### src/sv/cfilt_pkg.sv
// Shared constants, types, the atan table function and a saturation helper for the complementary tilt filter.
package cfilt_pkg;

    localparam int CORDIC_STEPS_DEF  = 16;
    localparam int ANGLE_FRAC_DEF    = 16;

    localparam int IN_W      = 128;
    localparam int OUT_W     = 152;
    localparam int CFG_IDX_W = 2;
    localparam int CFG_W     = 16;

    localparam logic [CFG_IDX_W-1:0] REG_GYRO_COUNTS = 2'd0;
    localparam logic [CFG_IDX_W-1:0] REG_GYRO_WEIGHT = 2'd1;

    localparam logic [15:0] GYRO_COUNTS_RST = 16'd1310;
    localparam logic [15:0] GYRO_WEIGHT_RST = 16'd64225;

    localparam logic [1:0] AXIS_ROLL  = 2'd0;
    localparam logic [1:0] AXIS_PITCH = 2'd1;
    localparam logic [1:0] AXIS_YAW   = 2'd2;

    // CORDIC datapath width, Q16.16 angle width before clamping
    localparam int CW    = 34;
    localparam int Q16W  = 27;
    localparam int SQ_W  = 60;
    localparam int SQ_RW = 30;
    localparam int SQ_STEPS = 30;

    localparam int DIV_W  = 23;
    localparam int DIV_QW = 41;
    localparam int INC_W  = 42;

    localparam logic signed [Q16W-1:0] ROLL_LIMIT  = 27'sd11796480;
    localparam logic signed [Q16W-1:0] PITCH_LIMIT = 27'sd5898240;

    localparam logic [63:0] DEG_PER_RAD_Q32 = 64'd246083499207;

    typedef enum logic [3:0] {
        ST_IDLE, ST_ROLL_GO, ST_ROLL_WAIT, ST_SQRT_GO, ST_SQRT_WAIT,
        ST_PITCH_GO, ST_PITCH_WAIT, ST_GYRO_GO, ST_GYRO_WAIT,
        ST_BLEND_G, ST_BLEND_A, ST_BLEND_SUM, ST_YAW, ST_DONE
    } seq_state_t;

    typedef enum logic [2:0] {
        DIV_IDLE, DIV_MUL, DIV_LOAD, DIV_RUN, DIV_DONE
    } div_phase_t;

    typedef struct packed {
        logic s_ready;
        logic cordic_go;
        logic cordic_pitch;
        logic sqrt_go;
        logic gyro_go;
    } seq_ctl_t;

    // atan(2^-i) in degrees, series in Q32, rounded to frac fraction bits
    function automatic logic [63:0] atan_step_q(input int unsigned i, input int unsigned frac);
        logic [63:0] q32;
        longint acc;
        longint term;
        int unsigned k;
        int unsigned odd;
        acc = 0;
        q32 = 64'd0;
        if (i == 0) begin
            q32 = 64'd45 << 32;
        end else begin
            for (k = 0; (2 * k + 1) * i < 40; k++) begin
                odd  = 2 * k + 1;
                term = longint'((DEG_PER_RAD_Q32 >> (odd * i)) / 64'(odd));
                if (k[0]) begin
                    acc = acc - term;
                end else begin
                    acc = acc + term;
                end
            end
            q32 = 64'(acc);
        end
        return (q32 + (64'd1 << (31 - frac))) >> (32 - frac);
    endfunction

    function automatic logic signed [31:0] sat32(input logic signed [42:0] v);
        if (v > 43'sd2147483647) begin
            return 32'sh7FFFFFFF;
        end else if (v < -43'sd2147483648) begin
            return 32'sh80000000;
        end
        return 32'(v);
    endfunction

endpackage

### src/sv/cfilt_gyro_div.sv
// Gyro angle increment: rate times dt, scaled, by restoring division.
module cfilt_gyro_div (
    input  logic                               aclk,
    input  logic                               aresetn,
    input  logic                               start,
    input  logic signed [15:0]                 raw,
    input  logic [31:0]                        dt,
    input  logic [15:0]                        counts,
    output logic                               done,
    output logic signed [cfilt_pkg::INC_W-1:0] inc
);
    import cfilt_pkg::*;

    localparam int CNW = $clog2(DIV_QW);
    localparam logic [DIV_QW-1:0] Q_LIMIT = DIV_QW'(1) << (DIV_QW - 1);

    div_phase_t       phase_reg, phase_next;
    logic [CNW-1:0]   cnt_reg;
    logic             neg_reg, sat_reg;
    logic [15:0]      mag_reg, counts_eff;
    logic [31:0]      dt_reg;
    logic [DIV_W-1:0] div_reg;
    logic [47:0]      prod_reg;
    logic [63:0]      nh;
    logic [DIV_W-1:0] rem_reg;
    logic [DIV_W:0]   trial;
    logic [DIV_QW-1:0] bits_reg, q_reg, q_lim;

    assign counts_eff = (counts == 16'd0) ? 16'd1 : counts;
    assign nh    = {prod_reg, 16'd0} + 64'(div_reg >> 1);
    assign trial = {rem_reg, bits_reg[DIV_QW-1]};

    always_comb begin
        phase_next = phase_reg;
        case (phase_reg)
            DIV_IDLE: if (start) phase_next = DIV_MUL;
            DIV_MUL:  phase_next = DIV_LOAD;
            DIV_LOAD: phase_next = DIV_RUN;
            DIV_RUN:  if (cnt_reg == CNW'(DIV_QW - 1)) phase_next = DIV_DONE;
            DIV_DONE: phase_next = DIV_IDLE;
            default:  phase_next = DIV_IDLE;
        endcase
    end

    always_comb begin
        done = (phase_reg == DIV_DONE);
    end

    always_ff @(posedge aclk) begin
        if (!aresetn) begin
            phase_reg <= DIV_IDLE;
            cnt_reg   <= '0;
        end else begin
            phase_reg <= phase_next;
            if (phase_reg == DIV_RUN) begin
                cnt_reg <= cnt_reg + 1'b1;
            end else begin
                cnt_reg <= '0;
            end
        end
    end

    always_ff @(posedge aclk) begin
        case (phase_reg)
            DIV_IDLE: begin
                neg_reg <= raw[15];
                mag_reg <= raw[15] ? (~raw + 16'd1) : raw;
                dt_reg  <= dt;
                div_reg <= DIV_W'(counts_eff) * DIV_W'(100);
            end
            DIV_MUL: prod_reg <= 48'(mag_reg) * 48'(dt_reg);
            DIV_LOAD: begin
                rem_reg  <= nh[63:DIV_QW];
                sat_reg  <= (nh[63:DIV_QW] >= div_reg);
                bits_reg <= nh[DIV_QW-1:0];
                q_reg    <= '0;
            end
            DIV_RUN: begin
                if (trial >= {1'b0, div_reg}) begin
                    rem_reg <= DIV_W'(trial - {1'b0, div_reg});
                    q_reg   <= {q_reg[DIV_QW-2:0], 1'b1};
                end else begin
                    rem_reg <= trial[DIV_W-1:0];
                    q_reg   <= {q_reg[DIV_QW-2:0], 1'b0};
                end
                bits_reg <= bits_reg << 1;
            end
            default: ;
        endcase
    end

    assign q_lim = (sat_reg || q_reg > Q_LIMIT) ? Q_LIMIT : q_reg;
    assign inc   = neg_reg ? -$signed({1'b0, q_lim}) : $signed({1'b0, q_lim});

endmodule

### config.mk
export PLATFORM = sky130hd
export DESIGN_NAME = cfilt_gyro_div
export DESIGN_NICKNAME = d
export VERILOG_FILES = /design/src/sv/cfilt_pkg.sv /design/src/sv/cfilt_gyro_div.sv
export SDC_FILE = /design/constraint.sdc
export NUM_CORES = 2
export LEC_CHECK = 0
export ABC_AREA = 1
export BUFFER_PORTS_ARGS = -buffer_cell sky130_fd_sc_hd__clkbuf_2
export CORE_MARGIN = 5
export CORE_UTILIZATION = 59
export DETAILED_ROUTE_END_ITERATION = 12
export PLACE_DENSITY_LB_ADDON = 0.05
export REMOVE_ABC_BUFFERS = 1
export SLEW_MARGIN = 0
export SYNTH_ARGS = -nofsm -noshare
export SYNTH_HDL_FRONTEND = slang
export SYNTH_SLANG_ARGS = --single-unit
### constraint.sdc
create_clock -name aclk -period 5.9 [get_ports aclk]
set_input_delay 0.295 -clock aclk [delete_from_list [all_inputs] [get_ports aclk]]
set_output_delay 0.295 -clock aclk [all_outputs]
set_load 0.05 [all_outputs]
Word level (Yosys, flattened, before mapping)

Index checks and enable logic that the tools add are counted.

Add/sub/neg operators: 5
$mul: 2
Magnitude comparators: 3
Equal/unequal tests: 7
Mux-type cells: 12
Bitwise logic cells: 1
Reduce and logical (&&, ||, !) cells: 6

Operators with widths:

| cell                  | number |
|---|---|
| $pmux 41 s2           | 2 |
| $add 64x22->64        | 1 |
| $mul 16x32->48        | 1 |
| $pmux 23 s2           | 1 |
| $mux 42               | 1 |
| $neg 41->42           | 1 |
| $gt 41x41->1 const B  | 1 |
| $mux 41               | 1 |
| $ge 24x23->1          | 1 |
| $ge 23x23->1          | 1 |
| $mux 23               | 1 |
| $sub 23x23->23        | 1 |
| $mul 16x5->21 const B | 1 |
| $add 16x1->16 const B | 1 |
| $logic_not 16->1      | 1 |
| $mux 16               | 1 |
| $not 16->16           | 1 |
| $mux 15               | 1 |
| $pmux 3 s4            | 1 |
| $add 6x1->6 const B   | 1 |
| $eq 3x2->1 const B    | 2 |
| $eq 6x6->1 const B    | 1 |
| $mux 3                | 2 |
| $ne 2x2->1 const B    | 2 |
| other kinds (7)       | 8 |

Bits in registers: 233
Input port bits: 67
Word-level logic and storage cells: 48

Logic depth before layout (Yosys ltp)

Depth after elaboration: 5
Gate-level depth with buffers: 30
Depth with buffers taken out: 28

Worst setup path after synthesis

Ideal clock, no wire load.

Path kind: register to register
Start: register dt_reg[7]
End: register prod_reg[45] (data pin)
Setup time: 0.261 ns
Data arrival time: 5.608 ns
Path slack: 0.031 ns
Cell stages (with the launch flop): 25
Path buffers: 2
Clock period less this slack: 5.869 ns
Path through: edfxtp_1 > clkbuf_1 > clkbuf_1 > nand2_1 > fa_1 > inv_1 > fa_1 > inv_1 > fa_1 > inv_1 > fa_1 > fa_1 > inv_1 > fa_1 > inv_1 > ha_1 > nand2_1 > nor2_1 > inv_1 > nor4_1 > nand3_1 > nand3_1 > nand2_1 > nand3_1 > xor2_1

Cells in the longest elaborated chain, start to end: 1

RTL lines:

| what                     | line                 | source |
|---|---|---|
| start: declaration       | cfilt_gyro_div.sv:21 | `logic [31:0] dt_reg;` |
| start signal: assignment | cfilt_gyro_div.sv:68 | `dt_reg <= dt;` |
| $mul 16x32->48           | cfilt_gyro_div.sv:71 | `DIV_MUL: prod_reg <= 48'(mag_reg) * 48'(dt_reg);` |
| end signal: assignment   | cfilt_gyro_div.sv:71 |  |
| end: declaration         | cfilt_gyro_div.sv:23 | `logic [47:0] prod_reg;` |

No other way between the ends.
A chain may end at the register's enable or synchronous reset.

Worst setup path in the final report

Start: register mag_reg[7]
End: register prod_reg[31] (data pin)

Cells in the longest elaborated chain, start to end: 1

RTL lines:

| what                     | line                 | source |
|---|---|---|
| start: declaration       | cfilt_gyro_div.sv:20 | `logic [15:0] mag_reg, counts_eff;` |
| start signal: assignment | cfilt_gyro_div.sv:67 | `mag_reg <= raw[15] ? (~raw + 16'd1) : raw;` |
| $mul 16x32->48           | cfilt_gyro_div.sv:71 |  |

No other way between the ends.

==> metrics.md <==
| Metric | Value |
|---|---|
| Status | `complete, no violations` |
| Cells after Synth | `4046` |
| Chip Width | `244 µm` |
| Least-Margin Pin Slew | `1.18 ns` |
| Biggest area consumer among synthesized cells | `fa_1` |
| DRT Pass-1 Iters | `6` |
| Setup crit end kind | `flip-flop` |
| Area grow syn2layout | `14.4%` |
| Final Max Tran Viols | `0` |
| Commonest non-fill, non-tap cells in the layout | `nand2_1 (1003), inv_1 (992), fa_1 (425)` |
| DR WL/cell | `16.3 µm` |
| Via density | `5.26` |
| Async S/R FF share, synth | `0%` |
| Clock H-tree levels | `1` |
| Layout cells sized above 1 | `11.7%` |
| Root Driver | `clkbuf_16` |
| Sequential area share after synthesis | `21.4%` |
| Most common cell after layout, fill and taps aside | `nand2_1` |
| Placed instance area | `34600 µm²` |
| Hold Crit Class | `input pin to flip-flop` |
| Global-route wire length before repair | `132 mm` |
| Layout fillers | `4714` |
| Post-synth EDFFs | `223` |
| Non-Filler Cell Area, Final | `36800 µm²` |
| Clock Path Buffers | `3` |
| Post-route ant nets | `0` |
| Overall routed net length | `81.1 mm` |
| Hpwl dp | `64.5 mm` |
| Pin count of the biggest net entering global routing | `106` |
| Initial antenna violation count | `0` |
| Max reg flops | `48` |
| Worst Path Buf+Inv | `9` |
| Final setup violation count | `0` |
| Data arrival, critical path | `6.17 ns` |
| Overall die area | `59300 µm²` |
| Crit-path leading delay family | `adder cells` |
| Area share of the largest cell type after synthesis | `26.8%` |
| Critical Path RT | `6.20 ns` |
| Worst-path fanout max | `10` |
| Final cycle utilization of the critical path | `99.3%` |
| Synthesis Warnings | `0` |
| Rows | `85` |
| #FFs+latches synth | `232` |
| Peak Freq | `171 MHz` |
| Post-synth top flop | `edfxtp_1` |
| Clk_skew | `0.0230 ns` |
| Nets | `4980` |
| Synth unique cells | `55` |
| Kind of critical path | `flip-flop to flip-flop` |
| CTS tree | `yes` |
| Overall Global Routing Usage | `26.9%` |
| I/O Pins | `110` |
| Total grt overflow | `0` |
| Final Hold Viols | `0` |
| Synth area leaders | `fa_1 (27%), edfxtp_1 (21%), nand2_1 (12%)` |
| CTS Buf Count | `29` |
| CP peak stage delay | `0.56 ns` |
| Fin crit period | `5.86 ns` |
| Core area | `53900 µm²` |
| Antenna cells | `0` |
| Initial Utilization | `59.7%` |
| Worst rel slew slack | `21.1%` |
| Vias in the first global route | `26186` |
| Post-route DRC | `0` |
| Mean Syn Cell Area | `7.95 µm²` |
| Overall via count from detail_route | `26148` |
| Clock-pin slew on the worst setup and hold paths | `0.06 ns` |
| I/O Buffers | `109` |
| RSZ-0062 raised after global routing | `true` |
| Total of max-cap violations | `0` |
| Worst setup SP type | `flip-flop` |
| Initial drt markers | `1786` |
| # clock sinks | `232` |
| Clk Latency, worst-skew pair | `0.58 ns` |
| Mapped Area | `32200 µm²` |
| RD Place Congestion | `0.933` |
| Die span in y | `244 µm` |
| CP max stage cell | `fa_1` |
| Worst path cell trace | `buf_4 > clkbuf_16 > nand2_1 > fa_1 > inv_1 > fa_1 > fa_2 > fa_1 > fa_1 > inv_1 > fa_1 > inv_1 > ha_4 > buf_4 > nand2_1 > nor2_2 > inv_1 > nor3_2 > inv_1 > nor3_4 > a21oi_2 > buf_4 > xor2_1` |
==> synth_stat cells (all sizes together), types with 16 or more instances <==
cell	instances
clkbuf	130
edfxtp	223
nand3	88
fa	431
inv	1003
nand4	38
a21oi	112
o21ai	144
xor2	105
xnor2	46
nor2	263
nand2	1025
nor3	50
ha	229
nor4	16
buf	21
==> path summary, 6_finish.rpt <==
kind                         startpoint                         to  slack (ns)  cells after the start
setup reg to reg   mag_reg[7]$_DFFE_PP_     prod_reg[31]$_DFFE_PP_        0.04                     23
hold reg to reg   cnt_reg[0]$_SDFF_PN0_      cnt_reg[0]$_SDFF_PN0_        0.47                      1
setup / recovery   mag_reg[7]$_DFFE_PP_     prod_reg[31]$_DFFE_PP_        0.04                     23
hold / removal                    start  phase_reg[2]$_SDFFE_PN0P_        0.03                      4
==> layout make-up <==
class	instances	area [µm²]	area share [%]
clock inverter	22	189	0.513
clock buffer	32	737	2.00
sequential	232	6880	18.7
timing repair buffer	327	2760	7.50
multi-input combinational	2660	21600	58.7
tap	696	871	2.37
inverter	1003	3760	10.2
==> timing repair <==
action,in CTS,in global routing
pin swaps,1,37
hold buffers,35,0
hold endpoints to repair,37,0
resized for setup,21,131
cloned,0,4
setup endpoints to repair,17,30
buffers inserted,3,11
==> worst register-to-register path: cells and delay by family, from the launching register on <==
family                     cells  cell delay, ns
and+or+nand+nor                5            0.72
AOI/OAI and AO/OA              1            0.10
xor gates and xnor gates       1            0.15
DFF                            1            0.42
adders and majority gates      7            3.29
buffers and inverters          9            0.92
==> metrics by stage <==
step | hold slack (ns) | utilization (%) | instances | worst slack, ns | TNS, ns
after floorplan | 0.394 | - | 3895 | -4.93 | -646.72
final | 0.0318 | 68.2 | 4972 | 0.0385 | 0
after CTS | 0.00743 | 66.8 | 4957 | -0.0107 | -0.0170
after detailed placement | 0.462 | 64.3 | 4865 | -0.174 | -1.13
after global placement | 0.447 | 64.3 | 4865 | -0.148 | -0.621
after global routing | 0.0367 | 68.2 | 4972 | -0.250 | -2.00
==> layer usage <==
| metal | up-vias | GRT usage, % | share of wire [%] |
|---|---|---|---|
| met5 | - | 0 | 0 |
| met4 | 0 | 6.49 | 2.8 |
| met3 | 155 | 3.34 | 6.8 |
| met2 | 851 | 45.5 | 48 |
| met1 | 12527 | 37.3 | 43 |
| li1 | 12615 | - | - |
==> logic make-up after synthesis <==
logic type,Yosys count,synth area share [%]
buffers and inverters,1154,13.6
AOI/OAI and AO/OA,353,6.36
xor gates and xnor gates,151,4.11
adders and majority gates,660,35.7
DFF,232,21.4
and+or+nand+nor,1496,18.8
Power is left out: the tool's default activity adds up to more than one toggle a clock period on the data nets, which glitch-free logic cannot reach.
