<file path="config.mk">
export PLATFORM = sky130hd
export DESIGN_NAME = cfilt_isqrt
export DESIGN_NICKNAME = d
export VERILOG_FILES = /design/src/sv/cfilt_pkg.sv /design/src/sv/cfilt_isqrt.sv
export SDC_FILE = /design/constraint.sdc
export NUM_CORES = 1
export LEC_CHECK = 0
export BUFFER_PORTS_ARGS = -buffer_cell sky130_fd_sc_hd__buf_2
export CORE_ASPECT_RATIO = 0.8
export CORE_MARGIN = 2
export CORE_UTILIZATION = 55
export CTS_BUF_LIST = sky130_fd_sc_hd__clkbuf_16
export DETAILED_ROUTE_END_ITERATION = 12
export GPL_TIMING_DRIVEN = 0
export PLACE_DENSITY = 0.73
export SYNTH_ARGS = -nofsm -noshare
export SYNTH_HDL_FRONTEND = slang
export SYNTH_SLANG_ARGS = --single-unit
</file>
<file path="constraint.sdc">
create_clock -name aclk -period 16 [get_ports aclk]
set_clock_uncertainty 0.2 [all_clocks]
set_input_delay 3.2 -clock aclk [delete_from_list [all_inputs] [get_ports aclk]]
set_output_delay 3.2 -clock aclk [all_outputs]
set_load 0.02 [all_outputs]
</file>
<file path="src/sv/cfilt_pkg.sv">
// Shared constants, types, the atan table function and a saturation helper for the complementary tilt filter.
package cfilt_pkg;

    localparam int CORDIC_STEPS_DEF  = 16;
    localparam int ANGLE_FRAC_DEF    = 16;

    localparam int IN_W      = 128;
    localparam int OUT_W     = 152;
    localparam int CFG_IDX_W = 2;
    localparam int CFG_W     = 16;

    localparam logic [CFG_IDX_W-1:0] REG_GYRO_COUNTS = 2'd0;
    localparam logic [CFG_IDX_W-1:0] REG_GYRO_WEIGHT = 2'd1;

    localparam logic [15:0] GYRO_COUNTS_RST = 16'd1310;
    localparam logic [15:0] GYRO_WEIGHT_RST = 16'd64225;

    localparam logic [1:0] AXIS_ROLL  = 2'd0;
    localparam logic [1:0] AXIS_PITCH = 2'd1;
    localparam logic [1:0] AXIS_YAW   = 2'd2;

    // CORDIC datapath width, Q16.16 angle width before clamping
    localparam int CW    = 34;
    localparam int Q16W  = 27;
    localparam int SQ_W  = 60;
    localparam int SQ_RW = 30;
    localparam int SQ_STEPS = 30;

    localparam int DIV_W  = 23;
    localparam int DIV_QW = 41;
    localparam int INC_W  = 42;

    localparam logic signed [Q16W-1:0] ROLL_LIMIT  = 27'sd11796480;
    localparam logic signed [Q16W-1:0] PITCH_LIMIT = 27'sd5898240;

    localparam logic [63:0] DEG_PER_RAD_Q32 = 64'd246083499207;

    typedef enum logic [3:0] {
        ST_IDLE, ST_ROLL_GO, ST_ROLL_WAIT, ST_SQRT_GO, ST_SQRT_WAIT,
        ST_PITCH_GO, ST_PITCH_WAIT, ST_GYRO_GO, ST_GYRO_WAIT,
        ST_BLEND_G, ST_BLEND_A, ST_BLEND_SUM, ST_YAW, ST_DONE
    } seq_state_t;

    typedef enum logic [2:0] {
        DIV_IDLE, DIV_MUL, DIV_LOAD, DIV_RUN, DIV_DONE
    } div_phase_t;

    typedef struct packed {
        logic s_ready;
        logic cordic_go;
        logic cordic_pitch;
        logic sqrt_go;
        logic gyro_go;
    } seq_ctl_t;

    // atan(2^-i) in degrees, series in Q32, rounded to frac fraction bits
    function automatic logic [63:0] atan_step_q(input int unsigned i, input int unsigned frac);
        logic [63:0] q32;
        longint acc;
        longint term;
        int unsigned k;
        int unsigned odd;
        acc = 0;
        q32 = 64'd0;
        if (i == 0) begin
            q32 = 64'd45 << 32;
        end else begin
            for (k = 0; (2 * k + 1) * i < 40; k++) begin
                odd  = 2 * k + 1;
                term = longint'((DEG_PER_RAD_Q32 >> (odd * i)) / 64'(odd));
                if (k[0]) begin
                    acc = acc - term;
                end else begin
                    acc = acc + term;
                end
            end
            q32 = 64'(acc);
        end
        return (q32 + (64'd1 << (31 - frac))) >> (32 - frac);
    endfunction

    function automatic logic signed [31:0] sat32(input logic signed [42:0] v);
        if (v > 43'sd2147483647) begin
            return 32'sh7FFFFFFF;
        end else if (v < -43'sd2147483648) begin
            return 32'sh80000000;
        end
        return 32'(v);
    endfunction

endpackage

</file>
<file path="src/sv/cfilt_isqrt.sv">
// Bit-pair integer square root, one result bit per cycle.
module cfilt_isqrt (
    input  logic                           aclk,
    input  logic                           aresetn,
    input  logic                           start,
    input  logic [cfilt_pkg::SQ_W-1:0]     n_in,
    output logic                           done,
    output logic [cfilt_pkg::SQ_RW-1:0]    root
);
    import cfilt_pkg::*;

    localparam int CNW = $clog2(SQ_STEPS);

    logic [SQ_W-1:0] n_reg, r_reg, bit_reg;
    logic [SQ_W:0]   trial;
    logic [CNW-1:0]  cnt_reg;
    logic            run_reg, done_reg;

    assign trial = {1'b0, r_reg} + {1'b0, bit_reg};

    always_ff @(posedge aclk) begin
        if (!aresetn) begin
            run_reg  <= 1'b0;
            done_reg <= 1'b0;
            cnt_reg  <= '0;
        end else begin
            done_reg <= 1'b0;
            if (start) begin
                run_reg <= 1'b1;
                cnt_reg <= '0;
            end else if (run_reg) begin
                if (cnt_reg == CNW'(SQ_STEPS - 1)) begin
                    run_reg  <= 1'b0;
                    done_reg <= 1'b1;
                end else begin
                    cnt_reg <= cnt_reg + 1'b1;
                end
            end
        end
    end

    always_ff @(posedge aclk) begin
        if (start) begin
            n_reg   <= n_in;
            r_reg   <= '0;
            bit_reg <= SQ_W'(1) << (SQ_W - 2);
        end else if (run_reg) begin
            if ({1'b0, n_reg} >= trial) begin
                n_reg <= n_reg - trial[SQ_W-1:0];
                r_reg <= (r_reg >> 1) + bit_reg;
            end else begin
                r_reg <= r_reg >> 1;
            end
            bit_reg <= bit_reg >> 2;
        end
    end

    assign done = done_reg;
    assign root = r_reg[SQ_RW-1:0];

endmodule

</file>
### After elaboration in Yosys (flattened, before gate mapping)

Index checks and enable logic that the tools add are counted.

| operators by class | value |
|---|---|
| shift operators | 0 |
| $mul | 0 |
| bitwise gates (word level) | 3 |
| divide/modulo/power cells | 0 |
| eq/ne operators | 1 |
| magnitude comparators | 1 |
| $add $sub $neg | 4 |
| muxes and demuxes | 8 |
| reductions and logical operators | 6 |

Operator list:

| cell | count |
|---|---|
| $mux 60 | 4 |
| $add 60x59->61 | 1 |
| $ge 60x61->1 | 1 |
| $add 59x59->60 | 1 |
| $sub 60x60->60 | 1 |
| $add 5x1->5 const B | 1 |
| $eq 5x5->1 const B | 1 |
| $mux 1 | 4 |
| $reduce_and 2->1 | 2 |
| $reduce_bool 2->1 | 2 |
| $not 1->1 | 3 |
| $reduce_or 3->1 | 1 |
| $reduce_or 2->1 | 1 |

| storage, ports and cells | value |
|---|---|
| memory bits (read-only) | 0 |
| RAM bits | 0 |
| bits of input ports | 63 |
| register bits | 157 |
| word-level logic and storage cells | 29 |
| output and inout port bits | 31 |
| bits in latches | 0 |
| memories kept | 0 |

### Logic depth before layout (Yosys ltp)

Gate-level depths: netlist of run 1.

| depth | value |
|---|---|
| word-level depth | 5 |
| depth in mapped cells | 27 |
| gate-level depth less buffers | 24 |

### Worst setup path before layout of run 1

OpenSTA, ideal clock, no wires.

| timing path | value |
|---|---|
| path type | reg2reg |
| start | reg r_reg[12] |
| end | reg n_reg[0], enable pin |
| library setup time | 0.561 ns |
| path buffers | 0 |
| clock period less this slack | 9.440 ns |
| required time | 15.239 ns |
| data arrival time | 8.679 ns |
| path slack | 6.560 ns |
| stages on the path, launching flop included | 22 |
| path through | dfxtp_1 > ha_1 > nand4_1 > nor3_1 > o21ai_0 > a2111oi_0 > o2111ai_1 > a211oi_1 > o22ai_1 > o21bai_1 > a31oi_1 > xor2_1 > ha_1 > nand4_1 > inv_1 > nand3_1 > or4_1 > nor3_1 > a211oi_1 > o21ai_0 > nand2_1 > o21ai_0 |

| between the ends | value |
|---|---|
| longest elaborated chain between the ends | 4 |

Ends and longest elaborated chain:

| what | RTL line | RTL |
|---|---|---|
| start: declaration | cfilt_isqrt.sv:14 | `logic [SQ_W-1:0] n_reg, r_reg, bit_reg;` |
| start signal: assignment | cfilt_isqrt.sv:50 | `r_reg <= (r_reg >> 1) + bit_reg;` |
| start signal: assignment | cfilt_isqrt.sv:52 | `r_reg <= r_reg >> 1;` |
| $add 60x59->61 | cfilt_isqrt.sv:19 | `assign trial = {1'b0, r_reg} + {1'b0, bit_reg};` |
| $ge 60x61->1 | cfilt_isqrt.sv:48 | `if ({1'b0, n_reg} >= trial) begin` |
| $reduce_bool 2->1 (no line) | - |  |
| $reduce_and 2->1 (no line) | - |  |
| end signal: assignment | cfilt_isqrt.sv:44 | `n_reg <= n_in;` |
| end signal: assignment | cfilt_isqrt.sv:49 | `n_reg <= n_reg - trial[SQ_W-1:0];` |
| end: declaration | cfilt_isqrt.sv:14 |  |

No other way between the ends.
A chain may end at the register's enable or synchronous reset.

### Final worst setup path of run 1

| timing path | value |
|---|---|
| start | reg r_reg[6] |
| end | reg n_reg[40], enable pin |

Same word-level chain as after synthesis.

==> run metrics, run 1 <==
status=finished clean; crit share post-route=53.69%; synth cell count leaders=nand2_1, nor2_1, ha_1; final hold vios=0; Slew HR=17.26%; Die Y=149.6 um; top-area cell type share of the netlist area=13.33%; Syn-to-layout area delta=10.43%; layout cells sized above 1=12.74%; post-CTS sizing=0; sum of net half-perimeters after detailed placement=36920 um; hold_sp=cnt_reg[4]; fin nets=2098; post-layout min period=8591 ps; DRC=0; Finish-stage setup viols=0; first-pass detailed-route iteration total=6; worst r2r dst=n_reg[40]; R2R setup slack=7410 ps; leakage dissipation=6.331 nW; # diodes=0; DRT Wirelength=47900 um; Netlist Area Pre-Place=14570 um2; Root Driver=clkbuf_16; ys async rst share=0%; wire per inst=21.01 um; buffer depth of the longest clock path=2; Post-synth EDFFs=60; clock-pin slew on the worst setup and hold paths=80 ps; type of the worst min-delay path=reg -> reg; Starting Density=55.77%; cell row count=53; Synth area leader=dfxtp_1; Post-DP Area=15530 um2; CP Launch Type=flip-flop; die width=186.0 um; Starting DRT DRC Count=1712; post-CTS setup buffer count=0; Slew Viols, Final=0; post-route ant nets=0; num ports=94; Final Cell Area=16090 um2; unrepaired setup endpoints after global routing=false; Reg2Reg Depth=23; crit end category=flip-flop; GRT Resource Usage Total=34.84%; TNS Setup=0 ps; Mean Syn Cell Area=8.109 um2; Mapped Nets=1985; hold_ws=317.9 ps; post-layout util=61.59%; max_cap viols=0; final weighted congestion in routability-driven placement=0.9914; critical path required time=15940 ps; detail-routed via count per cell=6.460; global-route wire length before repair=75550 um; vias in the first global route=13770; pin count of the biggest net entering global routing=30; clock buffer count from CTS=17; fill count=2432; count leader, synth=nand2_1; WP data arrival=8530 ps; worst hold path depth=2; worst vdd ir=93.42 uV; Reg2Reg Launch Point=r_reg[6]; Most used DFF post-synth=dfxtp_1; CORE AREA=26130 um2; PortBufs=92; total grt overflow=0; hold_buf cts=0; clock sinks=157; Syn Inst Count=1797; CP Launch Point=r_reg[6]; crit path kind=reg -> reg; CTS H-tree depth=4; antenna violations before repair=0; CP max FO=29; Distinct cells, synth=84; Pwr Density=156.9 nW/um2; die area=27820 um2; yosys warns=0; hold endpoint=cnt_reg[4]; Synth area leaders=dfxtp_1, edfxtp_1, ha_1, nand2_1, xor2_1; fmax=116.4 MHz; Vias=14730; worst slew pin tran=1241 ps; CTS tree=yes; Seq/Total Area, Yosys=25.69%; Yosys reg bits=157; Clock Latency Late Sink=450 ps
## power breakdown
part	internal (W)	leakage [nW]	total (W)	switching [W]
Combinational	0.000558	4.65	0.00150	0.000946
Clock	0.000217	0.287	0.000409	0.000192
Sequential	0.000542	1.40	0.000611	0.0000690
## layer usage
layer / wire (um) / GRT usage [%] / share of wire (%)
met4: 1229 / 11.61 / 2.6
met2: 21190 / 54.22 / 44
met5: 0 / 0 / 0
met1: 20770 / 47.35 / 43
met3: 4704 / 8.372 / 9.8
## cells by family (layout without fill, tap and decap cells)
family	Yosys count	in the layout	share of synthesized area [%]
xor gates and xnor gates	129	129	7.754
adders and majority gates	125	125	10.78
AOI/OAI and AO/OA	588	588	27.79
and+or+nand+nor	576	576	18.99
muxes	43	43	3.057
DFF	157	157	25.69
buffers and inverters	179	305	5.933
## cell usage in the layout (no fill, tap or decap), drive strengths merged, types with 62 or more instances in the layout
cell and count:
nand2 173, nor2 157, buf 154, o21ai 137, ha 124, clkbuf 99
dfxtp 97, a21oi 97, xor2 73, a31oi 62
## area by class of cell
| cell class | count | area, um2 | share of cell area, % |
|---|---|---|---|
| well taps | 357 | 446.7 | 2.776 |
| clock inverters | 15 | 136.4 | 0.8475 |
| repair buffers | 94 | 500.5 | 3.110 |
| multi-input cells | 1461 | 9975 | 61.99 |
| inverters | 37 | 138.9 | 0.8631 |
| flip-flops and latches | 157 | 3744 | 23.26 |
| clock buffers | 17 | 425.4 | 2.644 |
| plain buffers | 142 | 725.7 | 4.510 |
## worst max-delay path, cell delays in order, from the launching register on
cell and delay [ps]:
dfxtp_1 410, ha_1 420, nand4_2 160, o21ai_0 430, o21ai_0 210, a2111oi_0 950, o2111ai_1 260, a211oi_1 480
o22ai_1 330, o21bai_1 340, a31oi_1 150, xnor2_1 190, ha_1 280, clkbuf_1 300, and3_1 310, nand2_1 70
nor2_1 330, nand3_1 110, nor3_1 410, a211oi_1 120, o21ai_0 390, nand2_1 520, o21ai_4 590, buf_12 270
## through the flow
stage / cells / setup WS [ps] / power, W
finish: 2280 / 7409 / 0.002525
global route: 2280 / 7276 / 0.002689
CTS: 2280 / 7753 / 0.002489
detailed placement: 2248 / 7852 / 0.002072
global placement: 2246 / 1235 / 0.002049
floorplan: 1797 / 6560 / 0.001688
## worst max path at each step
stage / endpoint / slack, ps
after global routing: n_reg[40] / 7280
after CTS: n_reg[40] / 7750
after floorplan: n_reg[0] / 6560
after global placement: n_reg[29] / 1240
after detailed placement: n_reg[31] / 7850
final: n_reg[40] / 7410
Note: power is estimated with default switching activity, not from simulation.
==> inputs of run 2 (changes only) <==
- clock period: 16 -> 8.95 ns (I/O delays scaled with it)
==> run 2 against run 1 <==
  * The run now ends with DRC left
  * Global-route usage decreased by 0.55 points
  * Core utilization increased by 0.22 points
  * Wire length decreased by 0.33%
  * Flip-flop and latch count unchanged
  * Die area unchanged
==> run metrics, run 2 (same netlist as run 1, synthesis figures left out) <==
worst slew pin tran=1213 ps (-27.80 ps); die area=27820 um2 (unchanged); hold_ws=326.2 ps (+8.293 ps); crit path kind=reg -> reg; status=complete, but fails checks; critical path required time=8900 ps (-7040 ps); clock sinks=157 (unchanged); antenna violations before repair=2 (+2); Starting Density=55.77% (unchanged); R2R setup slack=640 ps (-6770 ps); Clk network pwr share=17.4% (+1.2 points); CTS H-tree depth=4 (unchanged); Sw Share=47.09% (-0.70 points); Final Cell Area=16150 um2 (+0.36%); pin count of the biggest net entering global routing=30 (unchanged); clock buffer count from CTS=17 (unchanged); detail-routed via count per cell=6.501 (+0.64%); GRT Resource Usage Total=34.30% (-0.55 points); crit share post-route=92.81% (+39 points); Pwr Density=282.9 nW/um2 (+80%); max_cap viols=0 (unchanged); Pint=0.002417 W (+83%); post-CTS setup buffer count=0 (unchanged); Slew HR=19.11% (+1.9 points); buffer depth of the longest clock path=2 (unchanged); Reg2Reg Depth=23 (unchanged); wire per inst=20.94 um (-0.33%); crit end category=flip-flop; Clock Latency Late Sink=460 ps (about the same); dpl ws=951.7 ps (-6901 ps); unrepaired setup endpoints after global routing=false; DRT Wirelength=47740 um (-0.33%); total grt overflow=0 (unchanged); CORE AREA=26130 um2 (unchanged); Die Y=149.6 um (unchanged); leakage dissipation=6.353 nW (+0.35%); Syn-to-layout area delta=10.83%; hold_buf cts=0 (unchanged); Vias=14820 (+0.64%); final hold vios=0 (unchanged); clock-pin slew on the worst setup and hold paths=70 ps (about the same); DRC=2 (+2); Finish-stage setup viols=0 (unchanged); worst r2r dst=n_reg[32]; most common cell after layout, fill and taps aside=nand2_1; post-layout min period=8307 ps (-283.9 ps); worst vdd ir=172.4 uV (+85%); die width=186.0 um (unchanged); post-CTS sizing=0 (unchanged); sw power=0.002151 W (+78%); Root Driver=clkbuf_16; layout cells sized above 1=12.69% (-0.052 points); Starting DRT DRC Count=1736 (+1.4%); # diodes=0 (unchanged); first-pass detailed-route iteration total=10 (+4); CP max FO=29 (unchanged); worst hold path depth=2 (unchanged); failing checks=DRC; fmax=120.4 MHz (+3.4%); Slew Viols, Final=0 (unchanged); post-layout util=61.81% (+0.22 points); type of the worst min-delay path=reg -> reg; global-route wire length before repair=74510 um (-1.4%); CP Launch Type=flip-flop; WP data arrival=8260 ps (-270 ps); num ports=94 (unchanged); hold endpoint=done; PortBufs=92 (unchanged); setup slack after layout=643.3 ps (-6766 ps); sequential share of power=23.9% (-0.3 points); final weighted congestion in routability-driven placement=0.9881 (-0.33%); most frequent cells in the layout=nand2_1, nor2_1, ha_1, o21ai_0, buf_2; Post-DP Area=15530 um2 (unchanged); Reg2Reg Launch Point=r_reg[12]; sum of net half-perimeters after detailed placement=36420 um (-1.3%); hold_sp=cnt_reg[4]; post-route ant nets=0 (unchanged); vias in the first global route=13620 (-1.0%); combinational share of power=58.7% (-0.9 points); cell row count=53 (unchanged); fin nets=2098 (unchanged); CTS tree=yes; total power=0.004568 W (+81%)
[run 2: cell count changes in the layout (fill, tap and decap cells not counted)]
cell and delta:
clkinv_4 -1, inv_8 -1, clkbuf_16 +2, inv_6 +1
inv_2 -1, bufinv_16 +1, inv_4 -1, clkinv_2 -1
clkinv_1 +1
[run 2: per-stage QoR]
stage / std cells / TNS (ps)
floorplan: 1797 / 0
global placement: 2246 / -181810
detailed placement: 2248 / 0
CTS: 2280 / 0
global route: 2280 / 0
finish: 2280 / 0
[run 2: power groups by stage]
stage | combinational [W] | sequential, W | clock (W)
2_1_floorplan | 0.00195 | 0.00106 | 0
3_3_place_gp | 0.00254 | 0.00111 | 0
3_5_place_dp | 0.00259 | 0.00110 | 0
4_1_cts | 0.00262 | 0.00109 | 0.000797
5_1_grt | 0.00292 | 0.00111 | 0.000825
6_report | 0.00268 | 0.00109 | 0.000795
[run 2: critical path, stage by stage (launching register included)]
cell and delay, ps:
dfxtp_1 400, ha_1 440, nand4_1 140, nor3_1 400, o21ai_0 260, a2111oi_0 920, o2111ai_1 280, a211oi_1 410
o22ai_1 320, o21bai_1 350, a31oi_1 150, xnor2_1 190, ha_1 290, clkbuf_1 270, and3_1 320, nand2_1 80
nor2_1 360, nand3_1 130, nor3_1 400, a211oi_1 120, o21ai_0 310, nand2_1 470, o21ai_4 470, buf_12 250
[run 2: layer usage]
layer / global-route usage, % / wire, um / part of all wire (%) / vias up
li1: - / - / - / 7012
met1: 46.60 / 21030 / 44 / 6997
met2: 53.38 / 20880 / 44 / 697
met3: 8.640 / 4607 / 9.7 / 113
met4: 10.83 / 1201 / 2.5 / 4
met5: 0 / 22 / 0.046 / -
[run 2: how the worst max path moves through the flow]
stage	slack [ps]	startpoint	end	cells after the start
floorplan	1130	r_reg[12]	n_reg[0]	21
global placement	-3040	r_reg[6]	n_reg[29]	22
detailed placement	950	r_reg[6]	n_reg[31]	23
CTS	890	r_reg[6]	n_reg[39]	23
global route	380	r_reg[12]	n_reg[32]	22
finish	640	r_reg[12]	n_reg[32]	23
[run 2: final cells by class]
class | count | area [um2]
plain buffers | 142 | 725.7
flip-flops and latches | 157 | 3744
well taps | 357 | 446.7
fillers | 2436 | 9978
clock buffers | 19 | 475.5
clock inverters | 13 | 143.9
multi-input cells | 1461 | 9975
inverters | 37 | 138.9
repair buffers | 94 | 500.5
